<file path="src/sv/framed_packet_parser_crc16_defines.svh">
// ---------------------------------------------------------------------------
// Assertion macros for the framed packet parser
// Shared concurrent assertion forms, clocked on clk and disabled in reset.
// ---------------------------------------------------------------------------
`ifndef FRAMED_PACKET_PARSER_CRC16_DEFINES_SVH
`define FRAMED_PACKET_PARSER_CRC16_DEFINES_SVH

// consequent must hold in the same cycle as the antecedent
`define FPPC_ASSERT_SAME(label, ante, cons, msg) \
    label: assert property (@(posedge clk) disable iff (!rst_n) (ante) |-> (cons)) \
        else $error(msg);

// consequent must hold in the cycle after the antecedent
`define FPPC_ASSERT_NEXT(label, ante, cons, msg) \
    label: assert property (@(posedge clk) disable iff (!rst_n) (ante) |=> (cons)) \
        else $error(msg);

`endif

</file>
<file path="src/sv/fppc_pkg.sv">
// ---------------------------------------------------------------------------
// fppc_pkg
// Shared constants and control structures of the framed packet parser.
// ---------------------------------------------------------------------------
package fppc_pkg;

    localparam int MAX_PAYLOAD = 64;
    localparam int ADDR_W      = $clog2(MAX_PAYLOAD);
    localparam int LEN_W       = 7;

    localparam logic [15:0] CRC_INIT = 16'hFFFF;
    localparam logic [15:0] CRC_POLY = 16'h1021;

    typedef logic [0:0] cfg_index_t;

    localparam cfg_index_t REG_SYNC_FIRST  = 1'b0;
    localparam cfg_index_t REG_SYNC_SECOND = 1'b1;

    localparam logic STATUS_GOOD = 1'b0;
    localparam logic STATUS_BAD  = 1'b1;

    typedef struct packed {
        logic init;
        logic start;
    } crc_ctl_t;

    typedef struct packed {
        logic              en;
        logic [ADDR_W-1:0] addr;
        logic [7:0]        data;
    } mem_wr_t;

    typedef struct packed {
        logic             start;
        logic             status;
        logic [7:0]       kind;
        logic [LEN_W-1:0] len;
        logic [31:0]      good;
        logic [31:0]      bad;
    } emit_req_t;

endpackage

</file>
<file path="src/sv/fppc_crc_serial.sv">
// ---------------------------------------------------------------------------
// fppc_crc_serial
// Bit-serial CRC-16 (poly 0x1021, MSB first): folds in a byte one bit at a time.
// ---------------------------------------------------------------------------
`include "framed_packet_parser_crc16_defines.svh"

module fppc_crc_serial
(
    input  logic               clk,
    input  logic               rst_n,
    input  fppc_pkg::crc_ctl_t ctl,
    input  logic [7:0]         din,
    output logic               busy,
    output logic [15:0]        crc
);
    import fppc_pkg::*;

    localparam logic [2:0] BIT_LAST = 3'd7;

    logic [15:0] crc_reg;
    logic [15:0] crc_next;
    logic [7:0]  shift_reg;
    logic [7:0]  shift_next;
    logic [2:0]  cnt_reg;
    logic [2:0]  cnt_next;
    logic        busy_reg;
    logic        busy_next;
    logic        fb;

    always_comb
    begin
        crc_next   = crc_reg;
        shift_next = shift_reg;
        cnt_next   = cnt_reg;
        busy_next  = busy_reg;
        fb         = crc_reg[15] ^ shift_reg[7];
        if (ctl.init)
        begin
            crc_next = CRC_INIT;
        end
        if (ctl.start)
        begin
            shift_next = din;
            cnt_next   = '0;
            busy_next  = 1'b1;
        end
        else if (busy_reg)
        begin
            // advance one bit: shift out the top and fold in the polynomial
            crc_next   = {crc_reg[14:0], 1'b0} ^ (fb ? CRC_POLY : 16'h0000);
            shift_next = {shift_reg[6:0], 1'b0};
            cnt_next   = cnt_reg + 3'd1;
            if (cnt_reg == BIT_LAST)
            begin
                busy_next = 1'b0;
            end
        end
    end

    always_ff @(posedge clk or negedge rst_n)
    begin
        if (!rst_n)
        begin
            crc_reg  <= CRC_INIT;
            cnt_reg  <= '0;
            busy_reg <= 1'b0;
        end
        else
        begin
            crc_reg  <= crc_next;
            cnt_reg  <= cnt_next;
            busy_reg <= busy_next;
        end
    end

    always_ff @(posedge clk)
    begin
        shift_reg <= shift_next;
    end

    assign busy = busy_reg;
    assign crc  = crc_reg;

    `FPPC_ASSERT_SAME(a_no_start_busy, ctl.start, !busy_reg, "CRC start while busy")
    `FPPC_ASSERT_NEXT(a_start_busy, ctl.start, busy_reg, "CRC not busy after start")
    `FPPC_ASSERT_NEXT(a_end_idle, busy_reg && cnt_reg == BIT_LAST && !ctl.start, !busy_reg,
        "CRC busy beyond eight bits")

endmodule

</file>
<file path="src/sv/fppc_emit.sv">
// ---------------------------------------------------------------------------
// fppc_emit
// Payload store and result sequencer: replays a checked frame word by word.
// ---------------------------------------------------------------------------
`include "framed_packet_parser_crc16_defines.svh"

module fppc_emit
(
    input  logic                         clk,
    input  logic                         rst_n,
    input  fppc_pkg::emit_req_t          req,
    input  fppc_pkg::mem_wr_t            wr,
    output logic                         busy,
    output logic                         out_valid,
    input  logic                         out_stall,
    output logic                         status,
    output logic [7:0]                   frame_kind,
    output logic [fppc_pkg::LEN_W-1:0]   frame_len,
    output logic [fppc_pkg::ADDR_W-1:0]  byte_index,
    output logic [7:0]                   data_byte,
    output logic                         has_data,
    output logic                         last,
    output logic [31:0]                  good_count,
    output logic [31:0]                  error_count
);
    import fppc_pkg::*;

    localparam logic [1:0] E_IDLE = 2'd0;
    localparam logic [1:0] E_READ = 2'd1;
    localparam logic [1:0] E_SHOW = 2'd2;

    logic [7:0]        mem [MAX_PAYLOAD];
    logic [7:0]        rd_reg;

    logic [1:0]        state_reg;
    logic [1:0]        state_next;
    logic [ADDR_W-1:0] idx_reg;
    logic [ADDR_W-1:0] idx_next;
    logic              status_reg;
    logic              has_reg;
    logic [7:0]        kind_reg;
    logic [LEN_W-1:0]  len_reg;
    logic [31:0]       good_reg;
    logic [31:0]       bad_reg;
    logic              load;
    logic              done;
    logic              last_c;

    always_ff @(posedge clk)
    begin
        if (wr.en)
        begin
            mem[wr.addr] <= wr.data;
        end
        if (state_reg == E_READ)
        begin
            rd_reg <= mem[idx_reg];
        end
    end

    assign load   = (state_reg == E_IDLE) && req.start;
    assign done   = out_valid && !out_stall;
    assign last_c = !has_reg || ({1'b0, idx_reg} + LEN_W'(1) == len_reg);

    always_comb
    begin
        state_next = state_reg;
        idx_next   = idx_reg;
        unique case (state_reg)
            E_IDLE:
            begin
                if (req.start)
                begin
                    idx_next   = '0;
                    state_next = (!req.status && req.len != '0) ? E_READ : E_SHOW;
                end
            end
            E_READ:
            begin
                state_next = E_SHOW;
            end
            E_SHOW:
            begin
                if (done)
                begin
                    if (last_c)
                    begin
                        state_next = E_IDLE;
                    end
                    else
                    begin
                        idx_next   = idx_reg + ADDR_W'(1);
                        state_next = E_READ;
                    end
                end
            end
            default:
            begin
                state_next = E_IDLE;
            end
        endcase
    end

    always_ff @(posedge clk or negedge rst_n)
    begin
        if (!rst_n)
        begin
            state_reg <= E_IDLE;
            idx_reg   <= '0;
        end
        else
        begin
            state_reg <= state_next;
            idx_reg   <= idx_next;
        end
    end

    // hold the frame description for the whole replay
    always_ff @(posedge clk)
    begin
        if (load)
        begin
            status_reg <= req.status;
            has_reg    <= !req.status && (req.len != '0);
            kind_reg   <= req.kind;
            len_reg    <= req.len;
            good_reg   <= req.good;
            bad_reg    <= req.bad;
        end
    end

    assign busy        = (state_reg != E_IDLE);
    assign out_valid   = (state_reg == E_SHOW);
    assign status      = status_reg;
    assign frame_kind  = kind_reg;
    assign frame_len   = len_reg;
    assign byte_index  = idx_reg;
    assign data_byte   = has_reg ? rd_reg : 8'h00;
    assign has_data    = has_reg;
    assign last        = last_c;
    assign good_count  = good_reg;
    assign error_count = bad_reg;

    `FPPC_ASSERT_SAME(a_start_idle, req.start, state_reg == E_IDLE, "replay started while busy")
    `FPPC_ASSERT_SAME(a_empty_last, out_valid && !has_data, last,
        "result without data not marked last")
    `FPPC_ASSERT_NEXT(a_last_idle, out_valid && !out_stall && last, state_reg == E_IDLE,
        "replay continues after last word")

endmodule

</file>
<file path="src/sv/framed_packet_parser_crc16.sv">
// ---------------------------------------------------------------------------
// framed_packet_parser_crc16
// Sync-framed packet deframer with CRC-16/CCITT-FALSE check and replay.
// ---------------------------------------------------------------------------
//  channel   direction  handshake               word
//  input     in         in_valid / in_stall     rx_byte
//  output    out        out_valid / out_stall   status .. error_count
//  config    in         cfg_we                  cfg_index, cfg_data
//
//  Sync, CRC-low and oversized length bytes are taken without a stall; kind,
//  length and payload bytes stall the input while the CRC unit takes eight
//  bit steps. The CRC-high byte starts the replay, which stalls the input:
//  payload results are read, then shown; error or empty results only shown.
//  Reset sets sync bytes to 0xA5/0x5A, hunting phase, CRC 0xFFFF and zero
//  counters; the payload memory is not cleared.
//  out_stall holds the current result; in_stall stays high until it is taken.
// ---------------------------------------------------------------------------
module framed_packet_parser_crc16
(
    input  logic                         clk,
    input  logic                         rst_n,
    input  logic                         cfg_we,
    input  fppc_pkg::cfg_index_t         cfg_index,
    input  logic [7:0]                   cfg_data,
    input  logic                         in_valid,
    output logic                         in_stall,
    input  logic [7:0]                   rx_byte,
    output logic                         out_valid,
    input  logic                         out_stall,
    output logic                         status,
    output logic [7:0]                   frame_kind,
    output logic [fppc_pkg::LEN_W-1:0]   frame_len,
    output logic [fppc_pkg::ADDR_W-1:0]  byte_index,
    output logic [7:0]                   data_byte,
    output logic                         has_data,
    output logic                         last,
    output logic [31:0]                  good_count,
    output logic [31:0]                  error_count
);
    import fppc_pkg::*;

    localparam logic [2:0] PH_HUNT1 = 3'd0;
    localparam logic [2:0] PH_HUNT2 = 3'd1;
    localparam logic [2:0] PH_KIND  = 3'd2;
    localparam logic [2:0] PH_LEN   = 3'd3;
    localparam logic [2:0] PH_DATA  = 3'd4;
    localparam logic [2:0] PH_CRCLO = 3'd5;
    localparam logic [2:0] PH_CRCHI = 3'd6;

    localparam logic [7:0] SYNC_FIRST_RST  = 8'hA5;
    localparam logic [7:0] SYNC_SECOND_RST = 8'h5A;

    logic [7:0]       sync_first_reg;
    logic [7:0]       sync_second_reg;
    logic [2:0]       phase_reg;
    logic [2:0]       phase_next;
    logic [7:0]       kind_reg;
    logic [7:0]       kind_next;
    logic [LEN_W-1:0] len_reg;
    logic [LEN_W-1:0] len_next;
    logic [LEN_W-1:0] count_reg;
    logic [LEN_W-1:0] count_next;
    logic [7:0]       crc_lo_reg;
    logic [7:0]       crc_lo_next;
    logic [31:0]      good_reg;
    logic [31:0]      good_next;
    logic [31:0]      bad_reg;
    logic [31:0]      bad_next;

    logic             accept;
    logic             crc_busy;
    logic [15:0]      crc_value;
    logic             emit_busy;
    crc_ctl_t         crc_ctl;
    mem_wr_t          wr;
    emit_req_t        req;

    assign in_stall = crc_busy | emit_busy;
    assign accept   = in_valid & !in_stall;

    always_ff @(posedge clk or negedge rst_n)
    begin
        if (!rst_n)
        begin
            sync_first_reg  <= SYNC_FIRST_RST;
            sync_second_reg <= SYNC_SECOND_RST;
        end
        else if (cfg_we)
        begin
            unique case (cfg_index)
                REG_SYNC_FIRST:  sync_first_reg  <= cfg_data;
                REG_SYNC_SECOND: sync_second_reg <= cfg_data;
                default:         sync_first_reg  <= sync_first_reg;
            endcase
        end
    end

    always_comb
    begin
        phase_next  = phase_reg;
        kind_next   = kind_reg;
        len_next    = len_reg;
        count_next  = count_reg;
        crc_lo_next = crc_lo_reg;
        good_next   = good_reg;
        bad_next    = bad_reg;
        crc_ctl     = '0;
        wr.en       = 1'b0;
        wr.addr     = count_reg[ADDR_W-1:0];
        wr.data     = rx_byte;
        req.start   = 1'b0;
        req.status  = STATUS_GOOD;
        req.kind    = kind_reg;
        req.len     = len_reg;
        req.good    = good_reg;
        req.bad     = bad_reg;
        if (accept)
        begin
            unique case (phase_reg)
                PH_HUNT1:
                begin
                    if (rx_byte == sync_first_reg)
                    begin
                        phase_next = PH_HUNT2;
                    end
                end
                PH_HUNT2:
                begin
                    // a repeated first sync byte keeps waiting
                    if (rx_byte == sync_second_reg)
                    begin
                        phase_next   = PH_KIND;
                        crc_ctl.init = 1'b1;
                    end
                    else if (rx_byte != sync_first_reg)
                    begin
                        phase_next = PH_HUNT1;
                    end
                end
                PH_KIND:
                begin
                    kind_next     = rx_byte;
                    crc_ctl.start = 1'b1;
                    phase_next    = PH_LEN;
                end
                PH_LEN:
                begin
                    if (rx_byte > 8'(MAX_PAYLOAD))
                    begin
                        phase_next = PH_HUNT1;
                    end
                    else
                    begin
                        len_next      = rx_byte[LEN_W-1:0];
                        count_next    = '0;
                        crc_ctl.start = 1'b1;
                        phase_next    = (rx_byte == 8'h00) ? PH_CRCLO : PH_DATA;
                    end
                end
                PH_DATA:
                begin
                    wr.en         = 1'b1;
                    crc_ctl.start = 1'b1;
                    count_next    = count_reg + LEN_W'(1);
                    if (count_next >= len_reg)
                    begin
                        phase_next = PH_CRCLO;
                    end
                end
                PH_CRCLO:
                begin
                    crc_lo_next = rx_byte;
                    phase_next  = PH_CRCHI;
                end
                PH_CRCHI:
                begin
                    phase_next = PH_HUNT1;
                    req.start  = 1'b1;
                    if ({rx_byte, crc_lo_reg} != crc_value)
                    begin
                        bad_next   = bad_reg + 32'd1;
                        req.status = STATUS_BAD;
                    end
                    else
                    begin
                        good_next = good_reg + 32'd1;
                    end
                    req.good = good_next;
                    req.bad  = bad_next;
                end
                default:
                begin
                    phase_next = PH_HUNT1;
                end
            endcase
        end
    end

    always_ff @(posedge clk or negedge rst_n)
    begin
        if (!rst_n)
        begin
            phase_reg  <= PH_HUNT1;
            kind_reg   <= '0;
            len_reg    <= '0;
            count_reg  <= '0;
            crc_lo_reg <= '0;
            good_reg   <= '0;
            bad_reg    <= '0;
        end
        else
        begin
            phase_reg  <= phase_next;
            kind_reg   <= kind_next;
            len_reg    <= len_next;
            count_reg  <= count_next;
            crc_lo_reg <= crc_lo_next;
            good_reg   <= good_next;
            bad_reg    <= bad_next;
        end
    end

    fppc_crc_serial u_crc
    (
        .clk   (clk),
        .rst_n (rst_n),
        .ctl   (crc_ctl),
        .din   (rx_byte),
        .busy  (crc_busy),
        .crc   (crc_value)
    );

    fppc_emit u_emit
    (
        .clk         (clk),
        .rst_n       (rst_n),
        .req         (req),
        .wr          (wr),
        .busy        (emit_busy),
        .out_valid   (out_valid),
        .out_stall   (out_stall),
        .status      (status),
        .frame_kind  (frame_kind),
        .frame_len   (frame_len),
        .byte_index  (byte_index),
        .data_byte   (data_byte),
        .has_data    (has_data),
        .last        (last),
        .good_count  (good_count),
        .error_count (error_count)
    );

endmodule
</file>
<file path="config.mk">
export PLATFORM = sky130hd
export DESIGN_NAME = framed_packet_parser_crc16
export DESIGN_NICKNAME = d
export VERILOG_FILES = /design/src/sv/fppc_pkg.sv /design/src/sv/fppc_crc_serial.sv /design/src/sv/fppc_emit.sv /design/src/sv/framed_packet_parser_crc16.sv
export VERILOG_INCLUDE_DIRS = /design/src /design/src/sv
export SDC_FILE = /design/constraint.sdc
export NUM_CORES = 1
export LEC_CHECK = 0
export BUFFER_PORTS_ARGS = -buffer_cell sky130_fd_sc_hd__buf_4
export CORE_MARGIN = 10
export CORE_UTILIZATION = 45
export DETAILED_ROUTE_END_ITERATION = 10
export SYNTH_ARGS = -nofsm -noshare
export SYNTH_HDL_FRONTEND = slang
export SYNTH_HIERARCHICAL = 1
export SYNTH_SLANG_ARGS = --single-unit
</file>
<file path="constraint.sdc">
create_clock -name clk -period 9.9 [get_ports clk]
set_input_delay 1.98 -clock clk [delete_from_list [all_inputs] [get_ports clk]]
set_output_delay 1.98 -clock clk [all_outputs]
set_load 0.05 [all_outputs]
</file>
==> impl_metrics.json <==
{
  "run_status": "finished clean",
  "cts_resized": 0,
  "internal_power_mw": 5.86,
  "die-height_um": 283,
  "antenna_violations_before_repair": 0,
  "place.gp.congestion": 0.765,
  "drc": 0,
  "timing_hold_violations_final": 0,
  "worst-r2r-cell-count": 7,
  "first_pass_iters": 5,
  "final_net_count": 1902,
  "area_delta_synth_final_pct": 13.5,
  "via_per_inst": 5.68,
  "maxClockFrequency_ghz": 0.189,
  "wirelength_per_cell_um": 24.5,
  "worst_slew_pin_slew_ps": 1140,
  "combinational_cell_fraction_of_total_power_pct": 17.0,
  "finalCoreUtilization_pct": 51.4,
  "syn_nets": 1772,
  "buffer_ports.inserted": 119,
  "start_util_pct": 45.3,
  "synth-simple-area-share_pct": 6.32,
  "io_pins": 120,
  "synth.area.top_cells": "sky130_fd_sc_hd__edfxtp_1 59%, sky130_fd_sc_hd__mux4_2 11%, sky130_fd_sc_hd__dfrtp_1 9.4%, sky130_fd_sc_hd__xor2_1 2.5%, sky130_fd_sc_hd__xnor2_1 2.3%",
  "core-area_um2": 68500,
  "synth_area_um2": 31000,
  "power.share.clock_pct": 35.2,
  "worst_slew_margin_rel_pct": 23.7,
  "postRouteWirelength_um": 68900,
  "number_of_global_route_vias_before_repair": 16300,
  "asyncSetResetFlopFracSynth_pct": 18.8,
  "net_switching_power_mw": 2.12,
  "ys_dominant_reg_cell": "sky130_fd_sc_hd__edfxtp_1",
  "timing.rr.end": "u_emit/mem[62][7]",
  "hold_path_startpoint": "kind_reg[1]",
  "clock-root-buffer": "sky130_fd_sc_hd__clkbuf_16",
  "total_cell_area_at_the_placement_stage_um2": 32800,
  "synth.mux.area_fraction_pct": 13.5,
  "fp.dieArea_um2": 79900,
  "synth_top_area_share_pct": 58.9,
  "main_combinational_cell_family_by_area_after_synthesis": "multiplexers",
  "worstSetupStartpointType": "flip-flop",
  "power_per_unit_of_standard_cell_area_nw_per_um2": 227,
  "timing_worst_setup_path_type": "flip-flop to output port",
  "yosysWarnings": 6,
  "fin_setup_tns_ps": 0,
  "synth_compound_gate_area_share_pct": 2.50,
  "required_ps": 7920,
  "cts.sinks": 750,
  "detailedPlacementHpwl_um": 43600,
  "placement_rows": 96,
  "synth-seq-area-share_pct": 70.4,
  "power.switching_fraction_pct": 26.6,
  "grt_first_pass_wirelength_um": 104000,
  "final_area_um2": 35200,
  "dr_total_vias": 16000,
  "critical_path.max_fanout": 42,
  "post_route_setup_slack_ps": 4610,
  "maxSlewViolCount": 0,
  "tritoncts": "yes",
  "final_min_period_over_clock_period_pct": 53.4,
  "die_x_um": 283,
  "ctsHoldBuffers": 0,
  "ir_drop_mv": 0.125,
  "setup_violators_final": 0,
  "grt_util_all_layers_pct": 17.3,
  "antenna_left": 0,
  "timing.hold.worst.class": "flip-flop to flip-flop",
  "worst_setup_path_end_kind": "output port",
  "synthAdderAreaFrac_pct": 0.524,
  "largest_register": "u_emit/mem",
  "netlist_top_cells_count": "609 x sky130_fd_sc_hd__edfxtp_1, 154 x sky130_fd_sc_hd__mux4_2, 117 x sky130_fd_sc_hd__dfrtp_1",
  "seq_power_share_pct": 47.8,
  "timing.clock.skew_ps": 24.1,
  "worstReg2RegStart": "u_emit/state_reg[1]",
  "grt-ovfl-total": 0,
  "clk_pin_slew_worst_paths_ps": 60,
  "yosysUniqueCellTypes": 63,
  "static-leakage-power_nw": 12.2,
  "n_antenna_cell": 0,
  "setup_repair_after_global_routing_missed_its_margin": "false",
  "number_of_flip_flops_under_the_largest_register_name": 512,
  "htree_levels": 3,
  "syn-mean-instance-area_um2": 17.9,
  "grt_start_max_net_pins": 79,
  "drt_iter0_markers": 1318,
  "cts_setup_buffers": 0,
  "worstSkewPairLatency_ps": 630,
  "cts.path.max_buffers": 3,
  "yosys.area_share.xor_xnor_pct": 4.94,
  "synth_edf_count": 609,
  "synth_cells": 1737,
  "register_to_register_setup_slack_ps": 5500,
  "whs_endpoint": "u_emit/frame_kind[1]",
  "max_cap_violations": 0,
  "ys_seq_elements": 750,
  "cts_buf_count": 79,
  "hold_depth": 0,
  "synthDominantAreaCellType": "sky130_fd_sc_hd__edfxtp_1",
  "post_place_setup_slack_ps": 4100,
  "final.min_clock_period_ps": 5290,
  "layout-drive-gt1-share_pct": 26.8,
  "hold-worst-slack_ps": 442,
  "worst_ep_arrival_time_ps": 3310,
  "synthMostInstantiatedCell": "sky130_fd_sc_hd__edfxtp_1"
}
per-layer routing:
layer / vias up / wire, µm / track usage, %
met5: - / 0 / 0
met4: 0 / 1440 / 4.26
met3: 98 / 3300 / 3.06
met2: 392 / 33800 / 27.9
met1: 8451 / 30300 / 24.2
li1: 7041 / - / -
how the worst max path moves through the flow:
stage | cells past startpoint | startpoint | to | slack, ps
3_5_place_dp | 10 | rx_byte[1] | u_emit/state_reg[1] | 4100
2_1_floorplan | 5 | in_valid | u_emit/error_count[0] | 3060
4_1_cts | 7 | u_emit/byte_index[1] | last | 4590
6_report | 7 | u_emit/byte_index[1] | last | 4610
3_3_place_gp | 10 | rx_byte[1] | u_emit/state_reg[1] | 4140
5_1_grt | 7 | u_emit/byte_index[1] | last | 4500
per-stage QoR:
step,total power [mW],std cells
floorplan,4.86,1737
global placement,5.23,2668
detailed placement,5.26,2668
CTS,8.08,2814
global route,8.32,2814
finish,7.98,2814
cells by family after synthesis:
kind of cell / after synthesis
adders and majority gates: 13
xor gates and xnor gates: 172
DFF: 750
muxes: 220
buffers and inverters: 114
and+or+nand+nor: 354
AOI/OAI and AO/OA: 114
cell type report:
cell class	instances	area [µm²]
Timing Repair Buffer	138	1040
Tap cell	882	1100
Clock buffer	112	2180
Inverter	25	93.8
Multi-Input combinational cell	873	8660
Clock inverter	34	284
Fill cell	5546	33200
Sequential cell	750	21900
worst max-delay path, cell delays in order, from the launching register on:
cell                      delay (ps)
sky130_fd_sc_hd__dfrtp_4         910
sky130_fd_sc_hd__ha_1            400
sky130_fd_sc_hd__and3_1          240
sky130_fd_sc_hd__nand3_1         110
sky130_fd_sc_hd__xnor2_1         240
sky130_fd_sc_hd__or3_4           440
sky130_fd_sc_hd__nand2_1         140
sky130_fd_sc_hd__buf_4           220
layout by cell type, fill, tap and decap left out, drive strengths merged, types with 24 or more instances in the layout:
cell and n:
a21oi 25, buf 138, clkbuf 112, clkinv 29, dfrtp 117, dfstp 24, edfxtp 609, inv 27
mux2 58, mux4 154, nand2 63, nand3 26, nor2 111, nor3 32, nor4 24, xnor2 83
xor2 87
power by group through the flow:
| stage | clock network, mW | logic [mW] | registers (mW) |
|---|---|---|---|
| after floorplan | 0 | 1.05 | 3.81 |
| after global placement | 0 | 1.36 | 3.88 |
| after detailed placement | 0 | 1.37 | 3.88 |
| after CTS | 2.88 | 1.38 | 3.82 |
| after global routing | 3.01 | 1.47 | 3.85 |
| final | 2.81 | 1.36 | 3.82 |
(Power assumes the default switching activity.)
